### config.mk
export PLATFORM = sky130hd
export DESIGN_NAME = cpu8_alu_with_flags_flat
export DESIGN_NICKNAME = d
export VERILOG_FILES = /design/src/rtl/core/c8a_pkg.sv /design/src/rtl/core/c8a_if.sv /design/src/rtl/core/c8a_alu.sv /design/src/rtl/core/cpu8_alu_with_flags.sv /design/src/flat_wrapper.sv
export VERILOG_INCLUDE_DIRS = /design/src /design/src/rtl/core
export SDC_FILE = /design/constraint.sdc
export NUM_CORES = 1
export LEC_CHECK = 0
export ABC_CLOCK_PERIOD_IN_PS = 4780
export BUFFER_PORTS_ARGS = -buffer_cell sky130_fd_sc_hd__buf_4
export CELL_PAD_IN_SITES_DETAIL_PLACEMENT = 0
export CELL_PAD_IN_SITES_GLOBAL_PLACEMENT = 1
export CORE_MARGIN = 5
export CORE_UTILIZATION = 47
export DETAILED_ROUTE_END_ITERATION = 7
export PLACE_DENSITY = 0.93
export SETUP_SLACK_MARGIN = 0.02
export SYNTH_ARGS = -nofsm -noshare
export SYNTH_HDL_FRONTEND = slang
export SYNTH_SLANG_ARGS = --single-unit
export TNS_END_PERCENT = 20
### constraint.sdc
create_clock -name clk -period 4.78 [get_ports clk]
set_input_delay 0.956 -clock clk [delete_from_list [all_inputs] [get_ports clk]]
set_output_delay 0.956 -clock clk [all_outputs]
set_load 0.05 [all_outputs]
### src/rtl/core/cpu8_alu_with_flags_defines.svh
// ---------------------------------------------------------------------------
// cpu8_alu_with_flags_defines.svh
// Assertion macros shared by the ALU core files. Each macro expects signals
// named clk and arst_n in the scope where it is used.
// ---------------------------------------------------------------------------
`ifndef CPU8_ALU_WITH_FLAGS_DEFINES_SVH
`define CPU8_ALU_WITH_FLAGS_DEFINES_SVH

// Same-cycle implication, disabled while reset is asserted.
`define C8A_ASSERT_SAME(label, ante, cons, msg) \
label: assert property (@(posedge clk) disable iff (!arst_n) (ante) |-> (cons)) \
	else $error(msg);

// Next-cycle implication, disabled while reset is asserted.
`define C8A_ASSERT_NEXT(label, ante, cons, msg) \
label: assert property (@(posedge clk) disable iff (!arst_n) (ante) |=> (cons)) \
	else $error(msg);

`endif

### src/rtl/core/c8a_pkg.sv
// ---------------------------------------------------------------------------
// c8a_pkg
// Operation codes, constants and beat payload types of the 8-bit ALU.
// ---------------------------------------------------------------------------
`timescale 1ns / 1ps

package c8a_pkg;

	localparam int unsigned KIND_W = 5;
	localparam int unsigned WORD_W = 16;
	localparam int unsigned BYTE_W = 8;
	localparam int unsigned BIDX_W = 3;

	typedef enum logic [KIND_W-1:0] {
		OP_ADD      = 5'd0,
		OP_ADC      = 5'd1,
		OP_SUB      = 5'd2,
		OP_SBC      = 5'd3,
		OP_AND      = 5'd4,
		OP_XOR      = 5'd5,
		OP_OR       = 5'd6,
		OP_CP       = 5'd7,
		OP_INC      = 5'd8,
		OP_DEC      = 5'd9,
		OP_DAA      = 5'd10,
		OP_CPL      = 5'd11,
		OP_CCF      = 5'd12,
		OP_SCF      = 5'd13,
		OP_SWAP     = 5'd14,
		OP_BIT      = 5'd15,
		OP_SET      = 5'd16,
		OP_RES      = 5'd17,
		OP_RLC      = 5'd18,
		OP_RL       = 5'd19,
		OP_RRC      = 5'd20,
		OP_RR       = 5'd21,
		OP_SLA      = 5'd22,
		OP_SRA      = 5'd23,
		OP_SRL      = 5'd24,
		OP_ADD16    = 5'd25,
		OP_ADD_SP_E = 5'd26,
		OP_RLCA     = 5'd27,
		OP_RLA      = 5'd28,
		OP_RRCA     = 5'd29,
		OP_RRA      = 5'd30
	} kind_t;

	// Decimal adjust constants
	localparam logic [BYTE_W-1:0] DAA_ADJ_HI = 8'h60;
	localparam logic [BYTE_W-1:0] DAA_ADJ_LO = 8'h06;
	localparam logic [BYTE_W-1:0] DAA_MAX_HI = 8'h99;
	localparam logic [3:0]        DAA_MAX_LO = 4'h9;

	typedef struct packed {
		logic [KIND_W-1:0] kind;
		logic [WORD_W-1:0] operand_a;
		logic [WORD_W-1:0] operand_b;
		logic [BIDX_W-1:0] bit_index;
		logic              zero_in;
		logic              sub_in;
		logic              half_in;
		logic              carry_in;
	} req_item_t;

	typedef struct packed {
		logic [WORD_W-1:0] result;
		logic              write_result;
		logic              zero_out;
		logic              sub_out;
		logic              half_out;
		logic              carry_out;
	} rsp_item_t;

endpackage

### src/rtl/core/c8a_if.sv
// ---------------------------------------------------------------------------
// c8a_if
// Valid/ready channels for ALU request and response beats.
// ---------------------------------------------------------------------------
`timescale 1ns / 1ps

interface c8a_req_if;
	import c8a_pkg::*;

	logic              valid;
	logic              ready;
	logic [KIND_W-1:0] kind;
	logic [WORD_W-1:0] operand_a;
	logic [WORD_W-1:0] operand_b;
	logic [BIDX_W-1:0] bit_index;
	logic              zero_in;
	logic              sub_in;
	logic              half_in;
	logic              carry_in;

	modport source (
		output valid, kind, operand_a, operand_b, bit_index,
		output zero_in, sub_in, half_in, carry_in,
		input  ready
	);

	modport sink (
		input  valid, kind, operand_a, operand_b, bit_index,
		input  zero_in, sub_in, half_in, carry_in,
		output ready
	);
endinterface

interface c8a_rsp_if;
	import c8a_pkg::*;

	logic              valid;
	logic              ready;
	logic [WORD_W-1:0] result;
	logic              write_result;
	logic              zero_out;
	logic              sub_out;
	logic              half_out;
	logic              carry_out;

	modport source (
		output valid, result, write_result, zero_out, sub_out, half_out, carry_out,
		input  ready
	);

	modport sink (
		input  valid, result, write_result, zero_out, sub_out, half_out, carry_out,
		output ready
	);
endinterface

### src/rtl/core/c8a_alu.sv
// ---------------------------------------------------------------------------
// c8a_alu
// Combinational datapath: one request beat in, result and flags out.
// ---------------------------------------------------------------------------
`timescale 1ns / 1ps

module c8a_alu (
	input  c8a_pkg::req_item_t req_item,
	output c8a_pkg::rsp_item_t rsp_item
);
	import c8a_pkg::*;

	logic [BYTE_W-1:0] a;
	logic [BYTE_W-1:0] b;
	logic [WORD_W-1:0] a16;
	logic [WORD_W-1:0] b16;
	kind_t             op;

	logic              add_cy;
	logic              sub_cy;
	logic [BYTE_W:0]   add9;
	logic [4:0]        add_nib;
	logic [BYTE_W:0]   sub9;
	logic [4:0]        sub_nib;
	logic [WORD_W:0]   add17;
	logic [12:0]       add13;
	logic [BYTE_W:0]   sp_lo9;
	logic [4:0]        sp_nib;
	logic              daa_hi;
	logic              daa_lo;
	logic [BYTE_W-1:0] bit_mask;

	logic [BYTE_W-1:0] r8;
	logic [WORD_W-1:0] r16;
	logic              wide;
	logic              setz;
	logic              wr;
	logic              z;
	logic              n;
	logic              h;
	logic              c;

	assign a16 = req_item.operand_a;
	assign b16 = req_item.operand_b;
	assign a   = a16[BYTE_W-1:0];
	assign b   = b16[BYTE_W-1:0];
	assign op  = kind_t'(req_item.kind);

	assign add_cy  = (op == OP_ADC) ? req_item.carry_in : 1'b0;
	assign sub_cy  = (op == OP_SBC) ? req_item.carry_in : 1'b0;
	assign add9    = {1'b0, a} + {1'b0, b} + {{BYTE_W{1'b0}}, add_cy};
	assign add_nib = {1'b0, a[3:0]} + {1'b0, b[3:0]} + {4'd0, add_cy};
	assign sub9    = {1'b0, a} - {1'b0, b} - {{BYTE_W{1'b0}}, sub_cy};
	assign sub_nib = {1'b0, a[3:0]} - {1'b0, b[3:0]} - {4'd0, sub_cy};
	assign add17   = {1'b0, a16} + {1'b0, b16};
	assign add13   = {1'b0, a16[11:0]} + {1'b0, b16[11:0]};
	assign sp_lo9  = {1'b0, a16[BYTE_W-1:0]} + {1'b0, b};
	assign sp_nib  = {1'b0, a16[3:0]} + {1'b0, b[3:0]};
	assign daa_hi  = req_item.carry_in || (a > DAA_MAX_HI);
	assign daa_lo  = req_item.half_in || (a[3:0] > DAA_MAX_LO);
	assign bit_mask = BYTE_W'(1) << req_item.bit_index;

	always_comb begin
		r8   = '0;
		r16  = '0;
		wide = 1'b0;
		setz = 1'b0;
		wr   = 1'b1;
		z    = req_item.zero_in;
		n    = req_item.sub_in;
		h    = req_item.half_in;
		c    = req_item.carry_in;
		unique case (op)
			OP_ADD, OP_ADC: begin
				r8 = add9[BYTE_W-1:0]; h = add_nib[4]; c = add9[BYTE_W];
				n = 1'b0; setz = 1'b1;
			end
			OP_SUB, OP_SBC, OP_CP: begin
				r8 = sub9[BYTE_W-1:0]; h = sub_nib[4]; c = sub9[BYTE_W];
				n = 1'b1; setz = 1'b1;
			end
			OP_AND: begin
				r8 = a & b; n = 1'b0; h = 1'b1; c = 1'b0; setz = 1'b1;
			end
			OP_XOR: begin
				r8 = a ^ b; n = 1'b0; h = 1'b0; c = 1'b0; setz = 1'b1;
			end
			OP_OR: begin
				r8 = a | b; n = 1'b0; h = 1'b0; c = 1'b0; setz = 1'b1;
			end
			OP_INC: begin
				r8 = a + BYTE_W'(1); n = 1'b0; h = (a[3:0] == 4'hf); setz = 1'b1;
			end
			OP_DEC: begin
				r8 = a - BYTE_W'(1); n = 1'b1; h = (a[3:0] == 4'h0); setz = 1'b1;
			end
			OP_DAA: begin
				if (!req_item.sub_in) begin
					r8 = a + (daa_hi ? DAA_ADJ_HI : '0) + (daa_lo ? DAA_ADJ_LO : '0);
					c  = req_item.carry_in | daa_hi;
				end else begin
					r8 = a - (req_item.carry_in ? DAA_ADJ_HI : '0)
					       - (req_item.half_in ? DAA_ADJ_LO : '0);
				end
				h = 1'b0; setz = 1'b1;
			end
			OP_CPL: begin
				r8 = ~a; n = 1'b1; h = 1'b1;
			end
			OP_CCF: begin
				r8 = a; n = 1'b0; h = 1'b0; c = ~req_item.carry_in;
			end
			OP_SCF: begin
				r8 = a; n = 1'b0; h = 1'b0; c = 1'b1;
			end
			OP_SWAP: begin
				r8 = {a[3:0], a[7:4]}; n = 1'b0; h = 1'b0; c = 1'b0; setz = 1'b1;
			end
			OP_BIT: begin
				z = ~|(a & bit_mask); n = 1'b0; h = 1'b1; wr = 1'b0;
			end
			OP_SET: r8 = a | bit_mask;
			OP_RES: r8 = a & ~bit_mask;
			OP_RLC, OP_RLCA: begin
				r8 = {a[6:0], a[7]}; c = a[7];
			end
			OP_RL, OP_RLA: begin
				r8 = {a[6:0], req_item.carry_in}; c = a[7];
			end
			OP_RRC, OP_RRCA: begin
				r8 = {a[0], a[7:1]}; c = a[0];
			end
			OP_RR, OP_RRA: begin
				r8 = {req_item.carry_in, a[7:1]}; c = a[0];
			end
			OP_SLA: begin
				r8 = {a[6:0], 1'b0}; c = a[7];
			end
			OP_SRA: begin
				r8 = {a[7], a[7:1]}; c = a[0];
			end
			OP_SRL: begin
				r8 = {1'b0, a[7:1]}; c = a[0];
			end
			OP_ADD16: begin
				wide = 1'b1; r16 = add17[WORD_W-1:0];
				h = add13[12]; c = add17[WORD_W]; n = 1'b0;
			end
			OP_ADD_SP_E: begin
				wide = 1'b1; r16 = a16 + {{BYTE_W{b[7]}}, b};
				h = sp_nib[4]; c = sp_lo9[BYTE_W]; z = 1'b0; n = 1'b0;
			end
			default: begin
				// unused code: pass operand_a through, no write-back
				wide = 1'b1; r16 = a16; wr = 1'b0;
			end
		endcase

		// rotate/shift group: common flag handling
		if (op == OP_RLC || op == OP_RL || op == OP_RRC || op == OP_RR ||
		    op == OP_SLA || op == OP_SRA || op == OP_SRL) begin
			n = 1'b0; h = 1'b0; z = (r8 == '0);
		end
		if (op == OP_RLCA || op == OP_RLA || op == OP_RRCA || op == OP_RRA) begin
			n = 1'b0; h = 1'b0; z = 1'b0;
		end

		if (setz) z = (r8 == '0);
		if (op == OP_CP) begin
			r8 = '0; wr = 1'b0;
		end
	end

	assign rsp_item.result       = wide ? r16 : {{(WORD_W-BYTE_W){1'b0}}, r8};
	assign rsp_item.write_result = wr;
	assign rsp_item.zero_out     = z;
	assign rsp_item.sub_out      = n;
	assign rsp_item.half_out     = h;
	assign rsp_item.carry_out    = c;

endmodule

### src/rtl/core/cpu8_alu_with_flags.sv
// Single-pass ALU for an SM83-style 8-bit processor. Each request beat
// carries an operation code, two 16-bit operands (8-bit operations use the
// low byte), a bit index and the incoming Z/N/H/C flags; each response beat
// carries the result, a write-back enable (low for compare, bit test and
// the unused code 31) and the new flags. Flags an operation does not define
// pass through. The block accepts one beat per clock while the sink is not
// stalled; each result passes through the input register and then the
// result register, with the whole datapath between them. The result
// register frees as soon as its beat is taken, so a stalled sink only stops
// new requests once both registers hold a beat.
// ---------------------------------------------------------------------------
// cpu8_alu_with_flags
// Top level: input register, ALU datapath, result register, handshakes.
// ---------------------------------------------------------------------------
`timescale 1ns / 1ps
`include "cpu8_alu_with_flags_defines.svh"

module cpu8_alu_with_flags (
	input  logic        clk,
	input  logic        arst_n,
	c8a_req_if.sink     req,
	c8a_rsp_if.source   rsp
);
	import c8a_pkg::*;

	// Stage 1: input register
	logic      vld_s1;
	req_item_t item_s1;

	// Stage 2: result register
	logic      vld_s2;
	rsp_item_t item_s2;

	rsp_item_t alu_out;
	req_item_t req_item;

	logic s2_free;
	logic s1_free;
	logic s1_adv;

	// The result register takes a new beat when empty or when its beat leaves.
	assign s2_free = !vld_s2 || rsp.ready;
	assign s1_adv  = vld_s1 && s2_free;
	assign s1_free = !vld_s1 || s2_free;

	assign req.ready = s1_free;

	assign req_item.kind      = req.kind;
	assign req_item.operand_a = req.operand_a;
	assign req_item.operand_b = req.operand_b;
	assign req_item.bit_index = req.bit_index;
	assign req_item.zero_in   = req.zero_in;
	assign req_item.sub_in    = req.sub_in;
	assign req_item.half_in   = req.half_in;
	assign req_item.carry_in  = req.carry_in;

	// Capture a request beat whenever stage 1 frees up.
	always_ff @(posedge clk or negedge arst_n) begin
		if (!arst_n) begin
			vld_s1 <= 1'b0;
		end else if (s1_free) begin
			vld_s1 <= req.valid;
		end
	end

	always_ff @(posedge clk) begin
		if (s1_free && req.valid) begin
			item_s1 <= req_item;
		end
	end

	c8a_alu u_alu (
		.req_item (item_s1),
		.rsp_item (alu_out)
	);

	// Advance the datapath output into the result register; hold on stall.
	always_ff @(posedge clk or negedge arst_n) begin
		if (!arst_n) begin
			vld_s2 <= 1'b0;
		end else if (s2_free) begin
			vld_s2 <= vld_s1;
		end
	end

	always_ff @(posedge clk) begin
		if (s1_adv) begin
			item_s2 <= alu_out;
		end
	end

	assign rsp.valid        = vld_s2;
	assign rsp.result       = item_s2.result;
	assign rsp.write_result = item_s2.write_result;
	assign rsp.zero_out     = item_s2.zero_out;
	assign rsp.sub_out      = item_s2.sub_out;
	assign rsp.half_out     = item_s2.half_out;
	assign rsp.carry_out    = item_s2.carry_out;

	// A beat moving out of stage 1 must land in the result register.
	`C8A_ASSERT_NEXT(a_s1_to_s2, s1_adv, vld_s2, "stage 1 beat lost on advance")

	// An empty result register must never stall the request side.
	`C8A_ASSERT_SAME(a_ready_when_s2_empty, !vld_s2, req.ready, "request stalled with empty output")

	// A stage 1 beat blocked by a full result register must stay put.
	`C8A_ASSERT_NEXT(a_s1_hold, vld_s1 && !s2_free, vld_s1, "stage 1 beat dropped under stall")

	// A full result register that is not taken keeps its beat.
	`C8A_ASSERT_NEXT(a_s2_hold, vld_s2 && !rsp.ready, vld_s2, "result beat dropped under stall")

endmodule
### src/flat_wrapper.sv
// flat-port wrapper written by rule: the top's interface ports become plain ports
module cpu8_alu_with_flags_flat import c8a_pkg::*;
  (clk, arst_n, req_valid, req_kind, req_operand_a, req_operand_b, req_bit_index, req_zero_in, req_sub_in, req_half_in, req_carry_in, req_ready, rsp_valid, rsp_result, rsp_write_result, rsp_zero_out, rsp_sub_out, rsp_half_out, rsp_carry_out, rsp_ready);
  c8a_req_if req_i ();
  c8a_rsp_if rsp_i ();
  input  logic clk;
  input  logic arst_n;
  input wire logic [$bits(req_i.valid)-1:0] req_valid;
  input wire logic [$bits(req_i.kind)-1:0] req_kind;
  input wire logic [$bits(req_i.operand_a)-1:0] req_operand_a;
  input wire logic [$bits(req_i.operand_b)-1:0] req_operand_b;
  input wire logic [$bits(req_i.bit_index)-1:0] req_bit_index;
  input wire logic [$bits(req_i.zero_in)-1:0] req_zero_in;
  input wire logic [$bits(req_i.sub_in)-1:0] req_sub_in;
  input wire logic [$bits(req_i.half_in)-1:0] req_half_in;
  input wire logic [$bits(req_i.carry_in)-1:0] req_carry_in;
  output wire logic [$bits(req_i.ready)-1:0] req_ready;
  output wire logic [$bits(rsp_i.valid)-1:0] rsp_valid;
  output wire logic [$bits(rsp_i.result)-1:0] rsp_result;
  output wire logic [$bits(rsp_i.write_result)-1:0] rsp_write_result;
  output wire logic [$bits(rsp_i.zero_out)-1:0] rsp_zero_out;
  output wire logic [$bits(rsp_i.sub_out)-1:0] rsp_sub_out;
  output wire logic [$bits(rsp_i.half_out)-1:0] rsp_half_out;
  output wire logic [$bits(rsp_i.carry_out)-1:0] rsp_carry_out;
  input wire logic [$bits(rsp_i.ready)-1:0] rsp_ready;
  assign req_i.valid = req_valid;
  assign req_i.kind = req_kind;
  assign req_i.operand_a = req_operand_a;
  assign req_i.operand_b = req_operand_b;
  assign req_i.bit_index = req_bit_index;
  assign req_i.zero_in = req_zero_in;
  assign req_i.sub_in = req_sub_in;
  assign req_i.half_in = req_half_in;
  assign req_i.carry_in = req_carry_in;
  assign req_ready = req_i.ready;
  assign rsp_valid = rsp_i.valid;
  assign rsp_result = rsp_i.result;
  assign rsp_write_result = rsp_i.write_result;
  assign rsp_zero_out = rsp_i.zero_out;
  assign rsp_sub_out = rsp_i.sub_out;
  assign rsp_half_out = rsp_i.half_out;
  assign rsp_carry_out = rsp_i.carry_out;
  assign rsp_i.ready = rsp_ready;
  cpu8_alu_with_flags u_core (.clk(clk), .arst_n(arst_n), .req(req_i), .rsp(rsp_i));
endmodule
==> flow_summary.json <==
{
  "run_status": "finished clean",
  "fin_crit_ns": 3.93,
  "clk_transition_reported_paths_ns": 0.07,
  "power.ir.vdd_worst_mv": 0.235,
  "netlist_top_cells_area": "edfxtp_1 (29%), ha_1 (12%), xnor2_1 (4.8%)",
  "power_frac_comb_pct": 35.8,
  "timing_max_transition_violations_final": 0,
  "slew_headroom_pct": 26.5,
  "total_switching_power_mw": 0.797,
  "critPathArrivalTime_ns": 4.03,
  "globalRoute.totalOverflow": 0,
  "place.port_buffers": 70,
  "clock.fmax_ghz": 0.254,
  "die_area_mm2": 0.0167,
  "synth_seq_cells": 67,
  "number_of_enable_flip_flop_cells_after_synthesis": 65,
  "dpl_cell_area_mm2": 0.00741,
  "ios": 71,
  "flow.area_growth_from_synthesis_pct": 14.6,
  "totalWireLength_um": 22900,
  "die_y_um": 129,
  "cellLeakagePower_nw": 3.12,
  "n_fill_cell": 1254,
  "power_frac_clock_pct": 29.0,
  "tightestPinTransition_ns": 1.09,
  "critical_path_required_ns": 4.88,
  "netlist-cell-type-count": 81,
  "power.internal_mw": 1.35,
  "drc_errors": 0,
  "timing_worst_setup_path_type": "register to register",
  "num_antenna_cells": 0,
  "antenna_left": 0,
  "timing.critical_path.to_type": "register",
  "first_iter_violations": 751,
  "total_number_of_clock_tree_sinks": 67,
  "number_of_global_route_vias_before_repair": 6140,
  "post-route-cell-area_mm2": 0.00768,
  "fin_nets": 921,
  "synth.cell_area_mm2": 0.00670,
  "synth.most_common_cell": "edfxtp_1",
  "async_reset_ff_share_pct": 2.99,
  "ys_seq_area_share_pct": 29.9,
  "synthesized_netlist_cell_count": 745,
  "cts_repair_resize_count": 0,
  "cts_root_buf": "clkbuf_16",
  "post-route-period-util_pct": 82.3,
  "power_per_cell_area_mw_per_mm2": 280,
  "gp_routability_congestion": 1.05,
  "max_cap_viol_count": 0,
  "post_route_cells_drive_above_1_share_pct": 15.0,
  "drt_pass1_iterations": 6,
  "postCtsSetupRepairBufs": 0,
  "dpl.hpwl_um": 17400,
  "cp_max_fo": 19,
  "r2r_setup_slack_ns": 0.85,
  "hold-worst-slack_ns": 0.381,
  "ctsHtreeMaxLevel": 3,
  "worst_hold_check_path_type": "primary input to asynchronous set/reset pin",
  "antenna_found_initial": 0,
  "area_of_the_multi_input_gates_mm2": 0.00439,
  "fin_ws_ns": 0.846,
  "worst_clock_skew_ns": 0.0119,
  "synthDominantCellAreaShare_pct": 29.1,
  "cts.hold.buffers_added": 0,
  "power.share.sequential_pct": 35.2,
  "routed_length_per_placed_instance_um": 23.1,
  "postLayoutCoreUtil_pct": 55.1,
  "synthDominantAreaCellType": "edfxtp_1",
  "wire_length_of_the_first_global_routing_pass_um": 34800,
  "finalHoldViolCount": 0,
  "switching_share_pct": 37.1,
  "clk_latency_ns": 0.35,
  "placementRows": 43,
  "track_usage_pct": 27.2,
  "die_width_um": 129,
  "layout.area.seq_mm2": 0.00200,
  "synth_area_per_cell_um2": 8.99,
  "pre_cts_ws_ns": 0.920,
  "fin_tns_setup_ns": 0,
  "inserted_clock_buffers": 9,
  "count_of_warnings_emitted_by_yosys": 0,
  "unrepaired_setup_endpoints_after_global_routing": "no",
  "start_kind": "register",
  "synth.net_count": 860,
  "tritoncts": "done",
  "num_vias": 6467,
  "core_mm2": 0.0139,
  "detail_route.vias_per_cell": 6.53,
  "dominantRegCellSynth": "edfxtp_1",
  "cts-root-to-sink-buffers": 2,
  "synth.cells.most_frequent": "edfxtp_1 (65), ha_1 (62), nor2_1 (60)",
  "grt_max_degree": 45,
  "floorplan.initialDensity_pct": 48.1,
  "count_of_final_setup_violators": 0
}
[worst max-delay path, cell delays in order (launching register included)]
cell      delay [ns]
edfxtp_1        0.62
nor2_2          0.34
nand4_1         0.18
fa_1            0.47
fa_1            0.39
nand2b_1        0.22
a221o_1         0.33
a21o_1          0.21
a21o_1          0.18
a21oi_1         0.17
xnor2_1         0.14
o211ai_1        0.12
o32a_1          0.33
[stage by stage]
stage / power (mW) / cells
after floorplan: 1.29 / 745
after global placement: 1.51 / 975
after detailed placement: 1.52 / 975
after CTS: 2.15 / 991
after global routing: 2.25 / 991
final: 2.15 / 991
[routing by layer]
layer | wire length, um | track usage, %
met4 | 956 | 11.9
met1 | 9620 | 36.6
met5 | 0 | 0
met2 | 10200 | 42.0
met3 | 2110 | 6.35
[power groups by stage]
stage               Clock (mW)  Sequential (mW)  Combinational [mW]
floorplan                    0            0.806               0.483
global placement             0            0.765               0.742
detailed placement           0            0.766               0.751
CTS                      0.637            0.755               0.755
global route             0.663            0.760               0.824
finish                   0.624            0.756               0.770
[path summary, 6_finish.rpt]
kind                                         start              endpoint  cells past startpoint
worst min-delay path                        arst_n      u_core.rsp.valid                      1
max in group asynchronous                   arst_n         u_core.vld_s1                      1
worst min register to register       u_core.vld_s1      u_core.rsp.valid                      1
worst max-delay path            u_core.item_s1[41]  u_core.rsp.carry_out                     12
worst max register to register  u_core.item_s1[41]  u_core.rsp.carry_out                     12
min in group clk                     u_core.vld_s1      u_core.rsp.valid                      1
[registers in the layout, indices dropped and copies added, names as in the netlist]
name,flops
u_core.rsp.write_result,1
u_core.item_s1,44
u_core.rsp.sub_out,1
u_core.rsp.valid,1
u_core.rsp.half_out,1
u_core.vld_s1,1
u_core.rsp.carry_out,1
u_core.rsp.zero_out,1
u_core.rsp.result,16
[placed cells by master, fill, tap and decap left out, types with 10 or more instances in the layout]
cell type	n
mux2i_1	12
a211oi_1	12
nor3_1	14
a21o_1	14
ha_1	62
nand3_1	17
edfxtp_1	65
o21ai_0	34
nand2b_1	17
nor2b_1	14
o22ai_1	20
nor2_1	60
xnor2_1	37
and3_1	12
inv_1	34
xor2_1	10
nand2_1	44
buf_4	89
o211ai_1	12
a21oi_1	43
[area by class of cell]
type                    instances  area share, %
flip-flops and latches         67           26.1
clock inverters                 6          0.554
inverters                      34           1.66
clock buffers                  10           2.98
repair buffers                 89           8.70
well taps                     180           2.93
multi-input cells             605           57.1
[logic make-up (layout without fill, tap and decap cells)]
family | count (synthesis) | in the layout | share of synthesized area [%]
multiplexers | 13 | 13 | 1.96
flip-flops | 67 | 67 | 29.9
adder cells (fa/ha/maj) | 67 | 67 | 13.1
buffers and inverters | 73 | 139 | 4.69
AND/OR/NAND/NOR | 243 | 243 | 19.3
XOR/XNOR | 47 | 47 | 6.14
AO/OA/AOI/OAI | 235 | 235 | 25.0
(Power assumes the default switching activity.)
